[config.mk]
export PLATFORM = sky130hd
export DESIGN_NAME = note_step_sequencer_unit
export DESIGN_NICKNAME = d
export VERILOG_FILES = /design/src/rtl/nss_pkg.sv /design/src/rtl/nss_mod.sv /design/src/rtl/nss_dp.sv /design/src/rtl/nss_ctrl.sv /design/src/rtl/note_step_sequencer_unit.sv
export SDC_FILE = /design/constraint.sdc
export NUM_CORES = 2
export LEC_CHECK = 0
export BUFFER_PORTS_ARGS = -buffer_cell sky130_fd_sc_hd__buf_2
export CAP_MARGIN = 25
export CORE_MARGIN = 4
export CORE_UTILIZATION = 55
export DETAILED_ROUTE_END_ITERATION = 16
export HOLD_SLACK_MARGIN = 0.15
export PLACE_DENSITY = 0.72
export SLEW_MARGIN = 20
export SYNTH_ARGS = -nofsm -noshare
export SYNTH_HDL_FRONTEND = slang
export SYNTH_SLANG_ARGS = --single-unit
[constraint.sdc]
create_clock -name i_clk -period 14.9 [get_ports i_clk]
set_input_delay 2.98 -clock i_clk [delete_from_list [all_inputs] [get_ports i_clk]]
set_output_delay 2.98 -clock i_clk [all_outputs]
set_load 0.05 [all_outputs]
[src/rtl/nss_pkg.sv]
// shared types, widths and codes of the note step sequencer
`timescale 1ns / 1ps
`default_nettype none

package nss_pkg;

    localparam int MAX_STEPS = 64;
    localparam int IDX_W     = $clog2(MAX_STEPS);
    localparam int CNT_W     = IDX_W + 1;
    localparam int PITCH_W   = 16;
    localparam int BEATS_W   = 8;
    localparam int PICK_W    = 6;
    localparam int FUNC_W    = 3;
    localparam int KIND_W    = 2;
    localparam int STYLE_W   = 2;
    localparam int IN_DATA_W = 48;
    localparam int DIV_W     = (CNT_W > PICK_W) ? CNT_W : PICK_W;
    localparam int BITCNT_W  = $clog2(DIV_W);

    typedef enum logic [FUNC_W-1:0] {
        FN_BEAT  = 3'd0,
        FN_PUSH  = 3'd1,
        FN_POP   = 3'd2,
        FN_CLEAR = 3'd3,
        FN_START = 3'd4,
        FN_STOP  = 3'd5
    } t_func;

    typedef enum logic [KIND_W-1:0] {
        KIND_ON      = 2'd0,
        KIND_OFF     = 2'd1,
        KIND_ALL_OFF = 2'd2
    } t_kind;

    typedef enum logic [STYLE_W-1:0] {
        STYLE_FWD  = 2'd0,
        STYLE_BWD  = 2'd1,
        STYLE_RAND = 2'd2
    } t_style;

    typedef enum logic [1:0] {
        RD_CUR,
        RD_TOP,
        RD_MOD
    } t_rd_sel;

    typedef enum logic [1:0] {
        SRC_READ,
        SRC_HELD,
        SRC_ZERO
    } t_out_src;

    typedef enum logic [3:0] {
        S_IDLE,
        S_DISPATCH,
        S_BEAT_CHK,
        S_MOD_WAIT,
        S_NEW_CHK,
        S_OFF_EMIT,
        S_ON_EMIT,
        S_POP_CHK,
        S_POP_EMIT,
        S_STOP_EMIT
    } t_state;

    typedef struct packed {
        logic [PITCH_W-1:0] pitch;
        logic               rest;
        logic [BEATS_W-1:0] beats;
    } t_step;

    typedef struct packed {
        logic     capture;
        logic     push;
        logic     pop;
        logic     clear;
        logic     start;
        logic     stop;
        logic     beats_dec;
        logic     beats_clr;
        logic     beats_load;
        logic     off_latch;
        logic     mod_start;
        logic     idx_load;
        logic     rd_en;
        t_rd_sel  rd_sel;
        logic     out_load;
        t_kind    out_kind;
        t_out_src out_src;
        logic     out_last;
    } t_dp_cmd;

    typedef struct packed {
        logic [FUNC_W-1:0] func;
        logic              full;
        logic              empty;
        logic              playing;
        logic              pop_hit;
        logic              beats_gt1;
        logic              off_pend;
        logic              rd_rest;
        logic              mod_busy;
        logic              out_free;
    } t_dp_stat;

endpackage

`default_nettype wire

[src/rtl/nss_mod.sv]
// iterative remainder unit, one dividend bit per cycle
`timescale 1ns / 1ps
`default_nettype none

module nss_mod (
    input  wire logic                      i_clk,
    input  wire logic                      i_rst_n,
    input  wire logic                      i_start,
    input  wire logic [nss_pkg::DIV_W-1:0] i_dividend,
    input  wire logic [nss_pkg::CNT_W-1:0] i_divisor,
    output logic                           o_busy,
    output logic [nss_pkg::IDX_W-1:0]      o_rem
);

    logic                         r_busy;
    logic [nss_pkg::BITCNT_W-1:0] r_bit;
    logic [nss_pkg::DIV_W-1:0]    r_dvd;
    logic [nss_pkg::IDX_W-1:0]    r_rem;
    logic [nss_pkg::CNT_W-1:0]    shifted;
    logic [nss_pkg::CNT_W-1:0]    diff;
    logic [nss_pkg::IDX_W-1:0]    n_rem;

    // remainder stays below the divisor, so it fits the index width
    always_comb begin
        shifted = {r_rem, r_dvd[nss_pkg::DIV_W-1]};
        diff    = shifted - i_divisor;
        if (shifted >= i_divisor) begin
            n_rem = diff[nss_pkg::IDX_W-1:0];
        end else begin
            n_rem = shifted[nss_pkg::IDX_W-1:0];
        end
    end

    always_ff @(posedge i_clk) begin
        if (!i_rst_n) begin
            r_busy <= 1'b0;
        end else if (i_start) begin
            r_busy <= 1'b1;
        end else if (r_busy && r_bit == '0) begin
            r_busy <= 1'b0;
        end
    end

    always_ff @(posedge i_clk) begin
        if (i_start) begin
            r_rem <= '0;
            r_dvd <= i_dividend;
            r_bit <= nss_pkg::BITCNT_W'(nss_pkg::DIV_W - 1);
        end else if (r_busy) begin
            r_rem <= n_rem;
            r_dvd <= {r_dvd[nss_pkg::DIV_W-2:0], 1'b0};
            r_bit <= r_bit - 1'b1;
        end
    end

    assign o_busy = r_busy;
    assign o_rem  = r_rem;

endmodule

`default_nettype wire

[src/rtl/nss_dp.sv]
// datapath: step table, play state, remainder unit and result register
`timescale 1ns / 1ps
`default_nettype none

module nss_dp (
    input  wire logic                        i_clk,
    input  wire logic                        i_rst_n,
    input  wire nss_pkg::t_dp_cmd            i_cmd,
    output nss_pkg::t_dp_stat                o_stat,
    input  wire logic [nss_pkg::FUNC_W-1:0]  i_func,
    input  wire logic [nss_pkg::PITCH_W-1:0] i_step_pitch,
    input  wire logic                        i_step_is_rest,
    input  wire logic [nss_pkg::BEATS_W-1:0] i_step_beats,
    input  wire logic [nss_pkg::PITCH_W-1:0] i_start_offset,
    input  wire logic [nss_pkg::PICK_W-1:0]  i_random_pick,
    input  wire logic                        i_cfg_we,
    input  wire logic [nss_pkg::STYLE_W-1:0] i_cfg_style,
    input  wire logic                        i_out_ready,
    output logic                             o_out_valid,
    output logic [nss_pkg::KIND_W-1:0]       o_out_kind,
    output logic [nss_pkg::PITCH_W-1:0]      o_out_pitch,
    output logic                             o_out_last
);

    // captured request
    logic [nss_pkg::FUNC_W-1:0]  r_func;
    logic [nss_pkg::PITCH_W-1:0] r_pitch;
    logic                        r_rest;
    logic [nss_pkg::BEATS_W-1:0] r_beats;
    logic [nss_pkg::PITCH_W-1:0] r_offset_in;
    logic [nss_pkg::PICK_W-1:0]  r_pick;

    // play state
    logic [nss_pkg::CNT_W-1:0]   r_count;
    logic [nss_pkg::IDX_W-1:0]   r_idx;
    logic                        r_idx_none;
    logic [nss_pkg::BEATS_W-1:0] r_beats_left;
    logic                        r_playing;
    logic [nss_pkg::PITCH_W-1:0] r_offset;
    logic [nss_pkg::STYLE_W-1:0] r_style;
    logic                        r_off_pend;
    logic [nss_pkg::PITCH_W-1:0] r_off_pitch;

    logic [$bits(nss_pkg::t_step)-1:0] mem [nss_pkg::MAX_STEPS];
    nss_pkg::t_step                    r_rd;
    nss_pkg::t_step                    wr_step;
    logic [nss_pkg::IDX_W-1:0]         rd_addr;

    logic                        r_out_valid;
    logic [nss_pkg::KIND_W-1:0]  r_out_kind;
    logic [nss_pkg::PITCH_W-1:0] r_out_pitch;
    logic                        r_out_last;

    logic [nss_pkg::DIV_W-1:0]   dividend;
    logic                        mod_busy;
    logic [nss_pkg::IDX_W-1:0]   mod_rem;
    logic [nss_pkg::PITCH_W:0]   sum;
    logic [nss_pkg::PITCH_W-1:0] sat_pitch;
    logic                        in_range;
    logic                        out_free;
    logic [nss_pkg::CNT_W-1:0]   top;

    assign top      = r_count - 1'b1;
    assign in_range = !r_idx_none && (nss_pkg::CNT_W'(r_idx) < r_count);
    assign out_free = !r_out_valid || i_out_ready;

    // step pitch plus offset, exact in one extra bit, then clamped
    always_comb begin
        sum = {r_rd.pitch[nss_pkg::PITCH_W-1], r_rd.pitch}
            + {r_offset[nss_pkg::PITCH_W-1], r_offset};
        if (sum[nss_pkg::PITCH_W] != sum[nss_pkg::PITCH_W-1]) begin
            sat_pitch = sum[nss_pkg::PITCH_W]
                      ? {1'b1, {(nss_pkg::PITCH_W-1){1'b0}}}
                      : {1'b0, {(nss_pkg::PITCH_W-1){1'b1}}};
        end else begin
            sat_pitch = sum[nss_pkg::PITCH_W-1:0];
        end
    end

    always_comb begin
        case (r_style)
            nss_pkg::STYLE_BWD: begin
                if (r_idx_none) begin
                    dividend = nss_pkg::DIV_W'(top);
                end else begin
                    dividend = nss_pkg::DIV_W'(r_idx) + nss_pkg::DIV_W'(top);
                end
            end
            nss_pkg::STYLE_RAND: dividend = nss_pkg::DIV_W'(r_pick);
            default: begin
                if (r_idx_none) begin
                    dividend = '0;
                end else begin
                    dividend = nss_pkg::DIV_W'(r_idx) + 1'b1;
                end
            end
        endcase
    end

    nss_mod u_mod (
        .i_clk      (i_clk),
        .i_rst_n    (i_rst_n),
        .i_start    (i_cmd.mod_start),
        .i_dividend (dividend),
        .i_divisor  (r_count),
        .o_busy     (mod_busy),
        .o_rem      (mod_rem)
    );

    always_comb begin
        unique case (i_cmd.rd_sel)
            nss_pkg::RD_CUR: rd_addr = r_idx;
            nss_pkg::RD_TOP: rd_addr = top[nss_pkg::IDX_W-1:0];
            nss_pkg::RD_MOD: rd_addr = mod_rem;
            default:         rd_addr = r_idx;
        endcase
    end

    // a zero length plays as one beat
    always_comb begin
        wr_step.pitch = r_pitch;
        wr_step.rest  = r_rest;
        wr_step.beats = (r_beats == '0) ? nss_pkg::BEATS_W'(1) : r_beats;
    end

    always_ff @(posedge i_clk) begin
        if (i_cmd.push) begin
            mem[r_count[nss_pkg::IDX_W-1:0]] <= wr_step;
        end
        if (i_cmd.rd_en) begin
            r_rd <= mem[rd_addr];
        end
    end

    always_ff @(posedge i_clk) begin
        if (i_cmd.capture) begin
            r_func      <= i_func;
            r_pitch     <= i_step_pitch;
            r_rest      <= i_step_is_rest;
            r_beats     <= i_step_beats;
            r_offset_in <= i_start_offset;
            r_pick      <= i_random_pick;
        end
        if (i_cmd.off_latch) begin
            r_off_pitch <= sat_pitch;
        end
        if (i_cmd.out_load) begin
            r_out_kind <= i_cmd.out_kind;
            r_out_last <= i_cmd.out_last;
            unique case (i_cmd.out_src)
                nss_pkg::SRC_READ: r_out_pitch <= sat_pitch;
                nss_pkg::SRC_HELD: r_out_pitch <= r_off_pitch;
                default:           r_out_pitch <= '0;
            endcase
        end
    end

    always_ff @(posedge i_clk) begin
        if (!i_rst_n) begin
            r_count      <= '0;
            r_idx        <= '0;
            r_idx_none   <= 1'b1;
            r_beats_left <= '0;
            r_playing    <= 1'b0;
            r_offset     <= '0;
            r_style      <= nss_pkg::STYLE_FWD;
            r_off_pend   <= 1'b0;
            r_out_valid  <= 1'b0;
        end else begin
            if (i_cfg_we) begin
                r_style <= i_cfg_style;
            end
            if (i_cmd.push) begin
                r_count <= r_count + 1'b1;
            end else if (i_cmd.pop) begin
                r_count <= top;
            end else if (i_cmd.clear) begin
                r_count <= '0;
            end
            if (i_cmd.start) begin
                r_offset  <= r_offset_in;
                r_playing <= 1'b1;
            end else if (i_cmd.stop) begin
                r_playing <= 1'b0;
            end
            if (i_cmd.stop) begin
                r_idx_none <= 1'b1;
            end else if (i_cmd.idx_load) begin
                r_idx      <= mod_rem;
                r_idx_none <= 1'b0;
            end
            if (i_cmd.stop || i_cmd.beats_clr) begin
                r_beats_left <= '0;
            end else if (i_cmd.beats_dec) begin
                r_beats_left <= r_beats_left - 1'b1;
            end else if (i_cmd.beats_load) begin
                r_beats_left <= r_rd.beats;
            end
            // note-off only for a sounding step whose count runs out now
            if (i_cmd.off_latch) begin
                r_off_pend <= in_range && !r_rd.rest
                              && (r_beats_left == nss_pkg::BEATS_W'(1));
            end
            if (i_cmd.out_load) begin
                r_out_valid <= 1'b1;
            end else if (i_out_ready) begin
                r_out_valid <= 1'b0;
            end
        end
    end

    always_comb begin
        o_stat.func      = r_func;
        o_stat.full      = (r_count == nss_pkg::CNT_W'(nss_pkg::MAX_STEPS));
        o_stat.empty     = (r_count == '0);
        o_stat.playing   = r_playing;
        o_stat.pop_hit   = r_playing && !r_idx_none && (nss_pkg::CNT_W'(r_idx) == top);
        o_stat.beats_gt1 = (r_beats_left > nss_pkg::BEATS_W'(1));
        o_stat.off_pend  = r_off_pend;
        o_stat.rd_rest   = r_rd.rest;
        o_stat.mod_busy  = mod_busy;
        o_stat.out_free  = out_free;
    end

    assign o_out_valid = r_out_valid;
    assign o_out_kind  = r_out_kind;
    assign o_out_pitch = r_out_pitch;
    assign o_out_last  = r_out_last;

    a_count_bound: assert property (@(posedge i_clk) disable iff (!i_rst_n)
        r_count <= nss_pkg::CNT_W'(nss_pkg::MAX_STEPS))
        else $error("step count above table size");

    a_beats_idle: assert property (@(posedge i_clk) disable iff (!i_rst_n)
        (r_beats_left != '0) |-> r_playing)
        else $error("beats left while stopped");

    a_idx_idle: assert property (@(posedge i_clk) disable iff (!i_rst_n)
        !r_playing |-> r_idx_none)
        else $error("index held while stopped");

    a_load_free: assert property (@(posedge i_clk) disable iff (!i_rst_n)
        i_cmd.out_load |-> out_free)
        else $error("result register overwritten");

    a_mod_range: assert property (@(posedge i_clk) disable iff (!i_rst_n)
        $fell(mod_busy) |-> (nss_pkg::CNT_W'(mod_rem) < r_count))
        else $error("remainder not below step count");

endmodule

`default_nettype wire

[src/rtl/nss_ctrl.sv]
// controller state machine: decodes requests and sequences the datapath
`timescale 1ns / 1ps
`default_nettype none

module nss_ctrl (
    input  wire logic              i_clk,
    input  wire logic              i_rst_n,
    input  wire logic              i_in_valid,
    output logic                   o_in_ready,
    input  wire nss_pkg::t_dp_stat i_stat,
    output nss_pkg::t_dp_cmd       o_cmd
);

    nss_pkg::t_state r_state;
    nss_pkg::t_state n_state;

    always_ff @(posedge i_clk) begin
        if (!i_rst_n) begin
            r_state <= nss_pkg::S_IDLE;
        end else begin
            r_state <= n_state;
        end
    end

    always_comb begin
        n_state    = r_state;
        o_cmd      = '0;
        o_in_ready = 1'b0;
        unique case (r_state)
            nss_pkg::S_IDLE: begin
                o_in_ready = 1'b1;
                if (i_in_valid) begin
                    o_cmd.capture = 1'b1;
                    n_state       = nss_pkg::S_DISPATCH;
                end
            end
            nss_pkg::S_DISPATCH: begin
                n_state = nss_pkg::S_IDLE;
                unique case (i_stat.func)
                    nss_pkg::FN_BEAT: begin
                        if (i_stat.playing && !i_stat.empty) begin
                            o_cmd.rd_en  = 1'b1;
                            o_cmd.rd_sel = nss_pkg::RD_CUR;
                            n_state      = nss_pkg::S_BEAT_CHK;
                        end
                    end
                    nss_pkg::FN_PUSH: o_cmd.push = !i_stat.full;
                    nss_pkg::FN_POP: begin
                        if (!i_stat.empty) begin
                            if (i_stat.pop_hit) begin
                                o_cmd.rd_en  = 1'b1;
                                o_cmd.rd_sel = nss_pkg::RD_TOP;
                                n_state      = nss_pkg::S_POP_CHK;
                            end else begin
                                o_cmd.pop = 1'b1;
                            end
                        end
                    end
                    nss_pkg::FN_CLEAR: o_cmd.clear = 1'b1;
                    nss_pkg::FN_START: o_cmd.start = !i_stat.playing;
                    nss_pkg::FN_STOP: begin
                        if (i_stat.playing) begin
                            o_cmd.stop = 1'b1;
                            n_state    = nss_pkg::S_STOP_EMIT;
                        end
                    end
                    default: ;
                endcase
            end
            nss_pkg::S_BEAT_CHK: begin
                o_cmd.off_latch = 1'b1;
                if (i_stat.beats_gt1) begin
                    o_cmd.beats_dec = 1'b1;
                    n_state         = nss_pkg::S_IDLE;
                end else begin
                    o_cmd.mod_start = 1'b1;
                    n_state         = nss_pkg::S_MOD_WAIT;
                end
            end
            nss_pkg::S_MOD_WAIT: begin
                if (!i_stat.mod_busy) begin
                    o_cmd.idx_load = 1'b1;
                    o_cmd.rd_en    = 1'b1;
                    o_cmd.rd_sel   = nss_pkg::RD_MOD;
                    n_state        = nss_pkg::S_NEW_CHK;
                end
            end
            nss_pkg::S_NEW_CHK: begin
                o_cmd.beats_load = 1'b1;
                if (i_stat.off_pend) begin
                    n_state = nss_pkg::S_OFF_EMIT;
                end else if (!i_stat.rd_rest) begin
                    n_state = nss_pkg::S_ON_EMIT;
                end else begin
                    n_state = nss_pkg::S_IDLE;
                end
            end
            nss_pkg::S_OFF_EMIT: begin
                // the note-off is last only when the new step is a rest
                if (i_stat.out_free) begin
                    o_cmd.out_load = 1'b1;
                    o_cmd.out_kind = nss_pkg::KIND_OFF;
                    o_cmd.out_src  = nss_pkg::SRC_HELD;
                    o_cmd.out_last = i_stat.rd_rest;
                    n_state = i_stat.rd_rest ? nss_pkg::S_IDLE : nss_pkg::S_ON_EMIT;
                end
            end
            nss_pkg::S_ON_EMIT: begin
                if (i_stat.out_free) begin
                    o_cmd.out_load = 1'b1;
                    o_cmd.out_kind = nss_pkg::KIND_ON;
                    o_cmd.out_src  = nss_pkg::SRC_READ;
                    o_cmd.out_last = 1'b1;
                    n_state        = nss_pkg::S_IDLE;
                end
            end
            nss_pkg::S_POP_CHK: begin
                o_cmd.pop       = 1'b1;
                o_cmd.beats_clr = 1'b1;
                n_state = i_stat.rd_rest ? nss_pkg::S_IDLE : nss_pkg::S_POP_EMIT;
            end
            nss_pkg::S_POP_EMIT: begin
                if (i_stat.out_free) begin
                    o_cmd.out_load = 1'b1;
                    o_cmd.out_kind = nss_pkg::KIND_OFF;
                    o_cmd.out_src  = nss_pkg::SRC_READ;
                    o_cmd.out_last = 1'b1;
                    n_state        = nss_pkg::S_IDLE;
                end
            end
            nss_pkg::S_STOP_EMIT: begin
                if (i_stat.out_free) begin
                    o_cmd.out_load = 1'b1;
                    o_cmd.out_kind = nss_pkg::KIND_ALL_OFF;
                    o_cmd.out_src  = nss_pkg::SRC_ZERO;
                    o_cmd.out_last = 1'b1;
                    n_state        = nss_pkg::S_IDLE;
                end
            end
            default: n_state = nss_pkg::S_IDLE;
        endcase
    end

endmodule

`default_nettype wire

[src/rtl/note_step_sequencer_unit.sv]
// Table edits, start, ignored requests and a stop while stopped return to ready after
// the dispatch state; a stop while playing also emits an all-off, a pop of the playing
// step reads the top step and emits its note-off unless it is a rest. A beat that moves
// the step runs the bit-serial remainder unit, then reads the new step and emits events.
// Results leave through a register, so the next request is taken while one waits.
// Synchronous active-low reset clears all control and play state; the step
// table contents are not cleared and no clearing pass runs.
`timescale 1ns / 1ps
`default_nettype none

module note_step_sequencer_unit (
    input  wire logic                          i_clk,
    input  wire logic                          i_rst_n,
    input  wire logic                          s_axis_tvalid,
    output logic                               s_axis_tready,
    // step_pitch[15:0], step_is_rest[16], step_beats[24:17],
    // start_offset[40:25], random_pick[46:41], zero[47]
    input  wire logic [nss_pkg::IN_DATA_W-1:0] s_axis_tdata,
    // func[2:0]
    input  wire logic [nss_pkg::FUNC_W-1:0]    s_axis_tuser,
    output logic                               m_axis_tvalid,
    input  wire logic                          m_axis_tready,
    // note_pitch[15:0]
    output logic [nss_pkg::PITCH_W-1:0]        m_axis_tdata,
    // event_kind[1:0]
    output logic [nss_pkg::KIND_W-1:0]         m_axis_tuser,
    output logic                               m_axis_tlast,
    input  wire logic                          i_cfg_valid,
    output logic                               o_cfg_ready,
    input  wire logic [nss_pkg::STYLE_W-1:0]   i_cfg_data
);

    nss_pkg::t_dp_cmd  cmd;
    nss_pkg::t_dp_stat stat;

    assign o_cfg_ready = 1'b1;

    nss_ctrl u_ctrl (
        .i_clk      (i_clk),
        .i_rst_n    (i_rst_n),
        .i_in_valid (s_axis_tvalid),
        .o_in_ready (s_axis_tready),
        .i_stat     (stat),
        .o_cmd      (cmd)
    );

    nss_dp u_dp (
        .i_clk          (i_clk),
        .i_rst_n        (i_rst_n),
        .i_cmd          (cmd),
        .o_stat         (stat),
        .i_func         (s_axis_tuser),
        .i_step_pitch   (s_axis_tdata[15:0]),
        .i_step_is_rest (s_axis_tdata[16]),
        .i_step_beats   (s_axis_tdata[24:17]),
        .i_start_offset (s_axis_tdata[40:25]),
        .i_random_pick  (s_axis_tdata[46:41]),
        .i_cfg_we       (i_cfg_valid),
        .i_cfg_style    (i_cfg_data),
        .i_out_ready    (m_axis_tready),
        .o_out_valid    (m_axis_tvalid),
        .o_out_kind     (m_axis_tuser),
        .o_out_pitch    (m_axis_tdata),
        .o_out_last     (m_axis_tlast)
    );

endmodule

`default_nettype wire
# Word level (Yosys, flattened, before mapping)
# Memory sizes are Yosys's and may differ from the RTL's. A register that Yosys moved wholly into a read port is not among the register bits.
# Cells that the tools add are included.
# op_classes
n_addsub	8
order_cmp	3
n_eq_ne	27
n_mux	70
n_bitwise	2
reduce_logical	32
# op_table
operator	n
2-to-1 mux 7 bit	7
2-to-1 mux 16 bit	2
2-to-1 mux 4 bit	8
case mux 16 bit (2 select lines)	1
case mux 4 bit (8 select lines)	1
2-to-1 mux 6 bit	5
2-to-1 mux 1 bit	26
2-to-1 mux 8 bit	3
case mux 6 bit (4 select lines)	1
2-to-1 mux 3 bit	7
adder 16 x 16 -> 17 bit	1
equality test 4 x 3 -> 1 bit (second input constant)	4
case mux 7 bit (2 select lines)	1
case mux 3 bit (2 select lines)	2
case mux 4 bit (3 select lines)	1
case mux 6 bit (2 select lines)	1
nonzero test 2 bit	5
equality test 4 x 2 -> 1 bit (second input constant)	2
equality test 4 bit (second input constant)	2
equality test 8 x 1 -> 1 bit (second input constant)	1
> comparator 8 x 1 -> 1 bit (second input constant)	1
zero test 8 bit	1
subtractor 8 x 1 -> 8 bit (second input constant)	1
adder 6 x 1 -> 7 bit (second input constant)	1
other kinds (33)	57
# word_totals
register_bits	149
ramBits	1600
in_bits	58
word_cells	167
n_memories	1
# memory_table
name	depth	width	read_ports	rd_ports_with_merged_regs	write_ports	line	source
u_dp.mem	64	25	1	1	1	nss_dp.sv:44	logic [$bits(nss_pkg::t_step)-1:0] mem [nss_pkg::MAX_STEPS];

# Longest topological paths before layout
# depth
word_depth	9
ltp_mapped	26

# Hierarchy
# Synthesis repeated with hierarchy kept, for this count alone.
# hier_totals
cells_unflattened	4578
area_unflattened_um2	71059.4
# by_module_without_submodules
module	instances	cells_each	area_each_um2	seq_area_each_um2
nss_dp	1	4378	69344.0	52210.1
nss_mod	1	113	1074.8	410.4
nss_ctrl	1	85	629.4	80.1
note_step_sequencer_unit	1	2	11.3	0.0

# Worst setup path after synthesis
# OpenSTA, ideal clock, no wires.
# synth_path
path_kind	flip-flop to flip-flop
from	register u_dp.r_count[1] (netlist name)
to	register, netlist name u_dp.o_stat[2]
setup_ps	265
arrival_time_ps	4943
slack_ps	9691
path_stages_with_launch	24
n_path_buf	7
synth_period_minus_slack_ps	5209
cell_sequence	dfxtp_1 buf_2 inv_1 ha_1 or3b_1 xnor2_2 ha_1 nor4_1 and3_1 nand4_1 inv_1 ha_1 buf_2 inv_1 a31o_1 buf_2 buf_6 buf_6 buf_6 buf_2 mux4_2 mux2i_1 o22ai_1 or3_1
# synth_via
elab_chain_len	9
elab_cells_between_ends	14
cone_classes	add/sub (1); eq/ne (3); mux (6); reduce/logical (4)
# synth_rtl
item	line	source
start: declaration	nss_dp.sv:34	logic [nss_pkg::CNT_W-1:0] r_count;
start signal: assignment	nss_dp.sv:174	r_count <= r_count + 1'b1;
start signal: assignment	nss_dp.sv:176	r_count <= top;
subtractor 7 x 1 -> 7 bit	nss_dp.sv:63	assign top = r_count - 1'b1;
equality test 6 x 7 -> 1 bit	nss_dp.sv:217	o_stat.pop_hit = r_playing && !r_idx_none && (nss_pkg::CNT_W'(r_idx) == top);
logical AND 1 bit	nss_dp.sv:217	
2-to-1 mux 3 bit	nss_ctrl.sv:50	if (i_stat.pop_hit) begin
2-to-1 mux 3 bit	nss_ctrl.sv:49	if (!i_stat.empty) begin
case mux 3 bit (2 select lines)	nss_ctrl.sv:39	unique case (i_stat.func)
case mux 3 bit (2 select lines)	nss_ctrl.sv:29	unique case (r_state)
equality test 2 bit / equality test 2 x 1 -> 1 bit (equally long branches)	nss_dp.sv:111	unique case (i_cmd.rd_sel)
case mux 6 bit (2 select lines)	nss_dp.sv:111	
# Parallel ways exist; a longest one is shown, timed or not.
# A chain may end at the register's enable or synchronous reset.

# Final worst setup path
# layout_path
from	register u_dp.r_count[0] (netlist name)
to	register, netlist name u_dp.r_rd[16]
# layout_via
elab_chain_len	9
elab_cells_between_ends	14
cone_classes	add/sub (1); eq/ne (3); mux (6); reduce/logical (4)
# layout_rtl
item	line
subtractor 7 x 1 -> 7 bit	nss_dp.sv:63
equality test 6 x 7 -> 1 bit	nss_dp.sv:217
logical AND 1 bit	nss_dp.sv:217
2-to-1 mux 3 bit	nss_ctrl.sv:50
2-to-1 mux 3 bit	nss_ctrl.sv:49
case mux 3 bit (2 select lines)	nss_ctrl.sv:39
case mux 3 bit (2 select lines)	nss_ctrl.sv:29
equality test 2 bit / equality test 2 x 1 -> 1 bit (equally long branches)	nss_dp.sv:111
case mux 6 bit (2 select lines)	nss_dp.sv:111
# Parallel ways exist; a longest one is shown, timed or not.

==> impl_metrics.toml <==
[synth]
syn_area_um2 = 69800
synthesis.nets = 3669
synth.area.top_cells = "edfxtp_1, mux4_2, dfxtp_1"
ys_async_sr_fraction = 0
yosysUniqueCellTypes = 71
syn_area_per_cell_um2 = 19.6
synth.ff_latch_count = 1774
synth_top_area_share = 0.739
syn_inst = 3559
seq_area_frac_synth = 0.755
synth_ff_type = "edfxtp_1"
yosysMostFrequentCell = "edfxtp_1"
yosysWarnings = 0
synth_edf_count = 1717
yosys.area.top_type = "edfxtp_1"
yosys-top-cells-count = "edfxtp_1, mux4_2, nand2_1"

[clock_tree]
cts_buffers = 169
tritoncts = "done"
numClockSinks = 1774
clk_pin_slew_ns = 0.06
clock_latency_ns = 0.78
hold_buffers = 0
htreeDepth = 4
clockRootBuffer = "clkbuf_16"
cts_buffer_depth = 3
post_cts_buffers = 0
ctsResizeCount = 0

[critical_path]
path_max_fanout = 132
crit_buf_inv = 5
startpoint_type = "flop"
cp_cell_sequence = "clkinv_1 > ha_1 > xor2_1 > ha_1 > nor4b_1 > and3_1 > nand4_1 > inv_1 > ha_1 > nor2b_1 > a31oi_4 > buf_12 > buf_4 > buf_4 > mux4_2 > nand2_1 > a21oi_1 > or4_1 > or3_1"
slowest_stage = "buf_4"
critPathMaxStageDelay_ns = 0.85
critPathRequiredTime_ns = 15.40
worstSetupPathType = "reg -> reg"
cpMostUsedCell = "ha_1"
endpoint_kind = "flop"
crit_arrival_ns = 8.82
critPathTopFamily = "buffers and inverters"

[drt]
drtIter0Drc = 4471
wire_per_inst_um = 28.9
dr.pass1.iters = 6
vias = 35360
drc = 0
ant_nets = 0
viasPerCell = 6.38
wirelength_um = 160000

[power_and_ir_drop]
vdd_drop_max_mv = 0.163
finalPower_uw = 12200
p_leak_uw = 0.0257
powerDensity_nw_per_um2 = 156

[timing]
fin_crit_ns = 8.32
worst_slack_ns = 6.58
drv_slew = 0
tns_ns = 0
hold_viol = 0
setup_viol = 0
rsz0062_at_grt = "no"
clock.fmax_mhz = 120
maxSlewHeadroom = 0.322
clock-skew-final_ns = 0.0240
hold-worst-slack_ns = 0.474
worstMarginPinSlew_ns = 1.02
finalCritPeriodShare = 0.558

[floorplan]
die_h_um = 364
die_w_um = 364
core-area_um2 = 126000
die-area_um2 = 133000
ios = 80
initial_core_util = 0.554
row_count = 130

[grt]
grt_pass1_wl_um = 234000
met3_usage = 0.0471
antenna_found_initial = 11
grtUsageMet1 = 0.363
overflow = 0
top_usage_layer = "met2"
grt_max_degree = 137
use_met2 = 0.366
grtUsageTotal = 0.243
grt_pass1_vias = 34800

[place]
place_ws_ns = 6.41
dp_hpwl_um = 87100
place_congestion = 0.875
io_buffer_count = 77

[run_status]
status = "completed"

[min_path]
hold_class = "reg -> reg"

[cells_and_area]
drive_gt1_frac = 0.238
fin_util = 0.620
area_delta_synth_final_pct = 11.8
fin_nets = 3852

[job]
max_cap_viol_count = 0
## logic make-up (layout without fill, tap and decap cells)
logic type,after synthesis,after routing,share of synthesized area
and+or+nand+nor,599,599,0.0389
xor gates and xnor gates,31,31,0.00400
buffers and inverters,223,550,0.0151
adders and majority gates,52,52,0.00965
muxes,505,505,0.144
DFF,1774,1774,0.755
AOI/OAI and AO/OA,374,374,0.0331
other,1,4,0.0000537
## layout by cell type (no fill, tap or decap), drive strengths merged, types with 11 or more instances in the layout
cell type and n:
o21ai 51, dfxtp 57, a31oi 11, bufinv 15, or3 28, mux4 399, a21boi 29, a22o 16
nor2 110, nand4 13, clkbuf 220, mux2i 104, xnor2 18, xor2 13, nor3 23, nand2b 12
clkinv 70, edfxtp 1717, a21oi 143, inv 43, nand3 36, ha 49, nand2 302, buf 196
o22ai 56, nor2b 18, or4 26
## flip-flops by register name, summed over array words and instances (netlist names), 3 cells and up
| register | cells |
|---|---|
| u_dp.mem | 1600 |
| u_dp.r_rd | 24 |
| u_dp.o_out_pitch | 16 |
| u_dp.r_off_pitch | 16 |
| u_dp.r_offset | 16 |
| u_dp.r_offset_in | 16 |
| u_dp.r_pitch | 16 |
| u_dp.r_beats | 8 |
| u_dp.r_beats_left | 8 |
| u_dp.r_count | 7 |
| u_dp.u_mod.r_dvd | 7 |
| u_dp.r_idx | 6 |
| u_dp.r_pick | 6 |
| u_dp.u_mod.o_rem | 6 |
| u_ctrl.r_state | 4 |
| u_dp.r_func | 3 |
| u_dp.u_mod.r_bit | 3 |
## path summary, 6_finish.rpt
| check | startpoint | end | slack [ns] | cells after the start |
|---|---|---|---|---|
| worst max-delay path | u_dp.r_count[0]$_SDFFE_PN0P_ | u_dp.r_rd[16]$_DFFE_PP_ | 6.58 | 19 |
| worst min-delay path | u_dp.r_offset[3]$_SDFFE_PN0P_ | u_dp.r_offset[3]$_SDFFE_PN0P_ | 0.47 | 2 |
| worst max register to register | u_dp.r_count[0]$_SDFFE_PN0P_ | u_dp.r_rd[16]$_DFFE_PP_ | 6.58 | 19 |
| worst min register to register | u_dp.r_offset[3]$_SDFFE_PN0P_ | u_dp.r_offset[3]$_SDFFE_PN0P_ | 0.47 | 2 |
## metrics by stage
step	area, µm²	std cells
after detailed placement	72500	5219
after CTS	78000	5534
final	78000	5539
after global routing	78000	5537
after floorplan	69800	3559
after global placement	72500	5218
## power by group
part           switching (µW)  internal [µW]  total, µW
clock network            1780           2440       4220
logic                    1310            712       2020
registers                82.2           5890       5970
## worst reg2reg max path, delay by kind of cell, from the launching register on
kind / cells / cell delay, ns
flops: 1 / 0.64
simple gates: 7 / 2.23
buf+inv: 5 / 2.78
mux: 1 / 0.49
compound gates: 2 / 0.43
fa+ha+maj: 3 / 1.13
xor+xnor: 1 / 0.35
## layout make-up
class,count,area (µm²)
Fill cell,8548,47900
Inverter,39,146
Clock buffer,220,4600
Antenna cell,3,7.51
Sequential cell,1774,52700
Clock inverter,95,860
Multi-Input combinational cell,1562,16300
Tap cell,1650,2060
Timing Repair Buffer,196,1360
## routing by layer
metal | vias to the layer above | wire length (µm)
met5 | - | 0
met4 | 0 | 5350
met3 | 257 | 16000
met2 | 1782 | 74200
met1 | 18446 | 64600
li1 | 14875 | -
(Power assumes the default switching activity.)
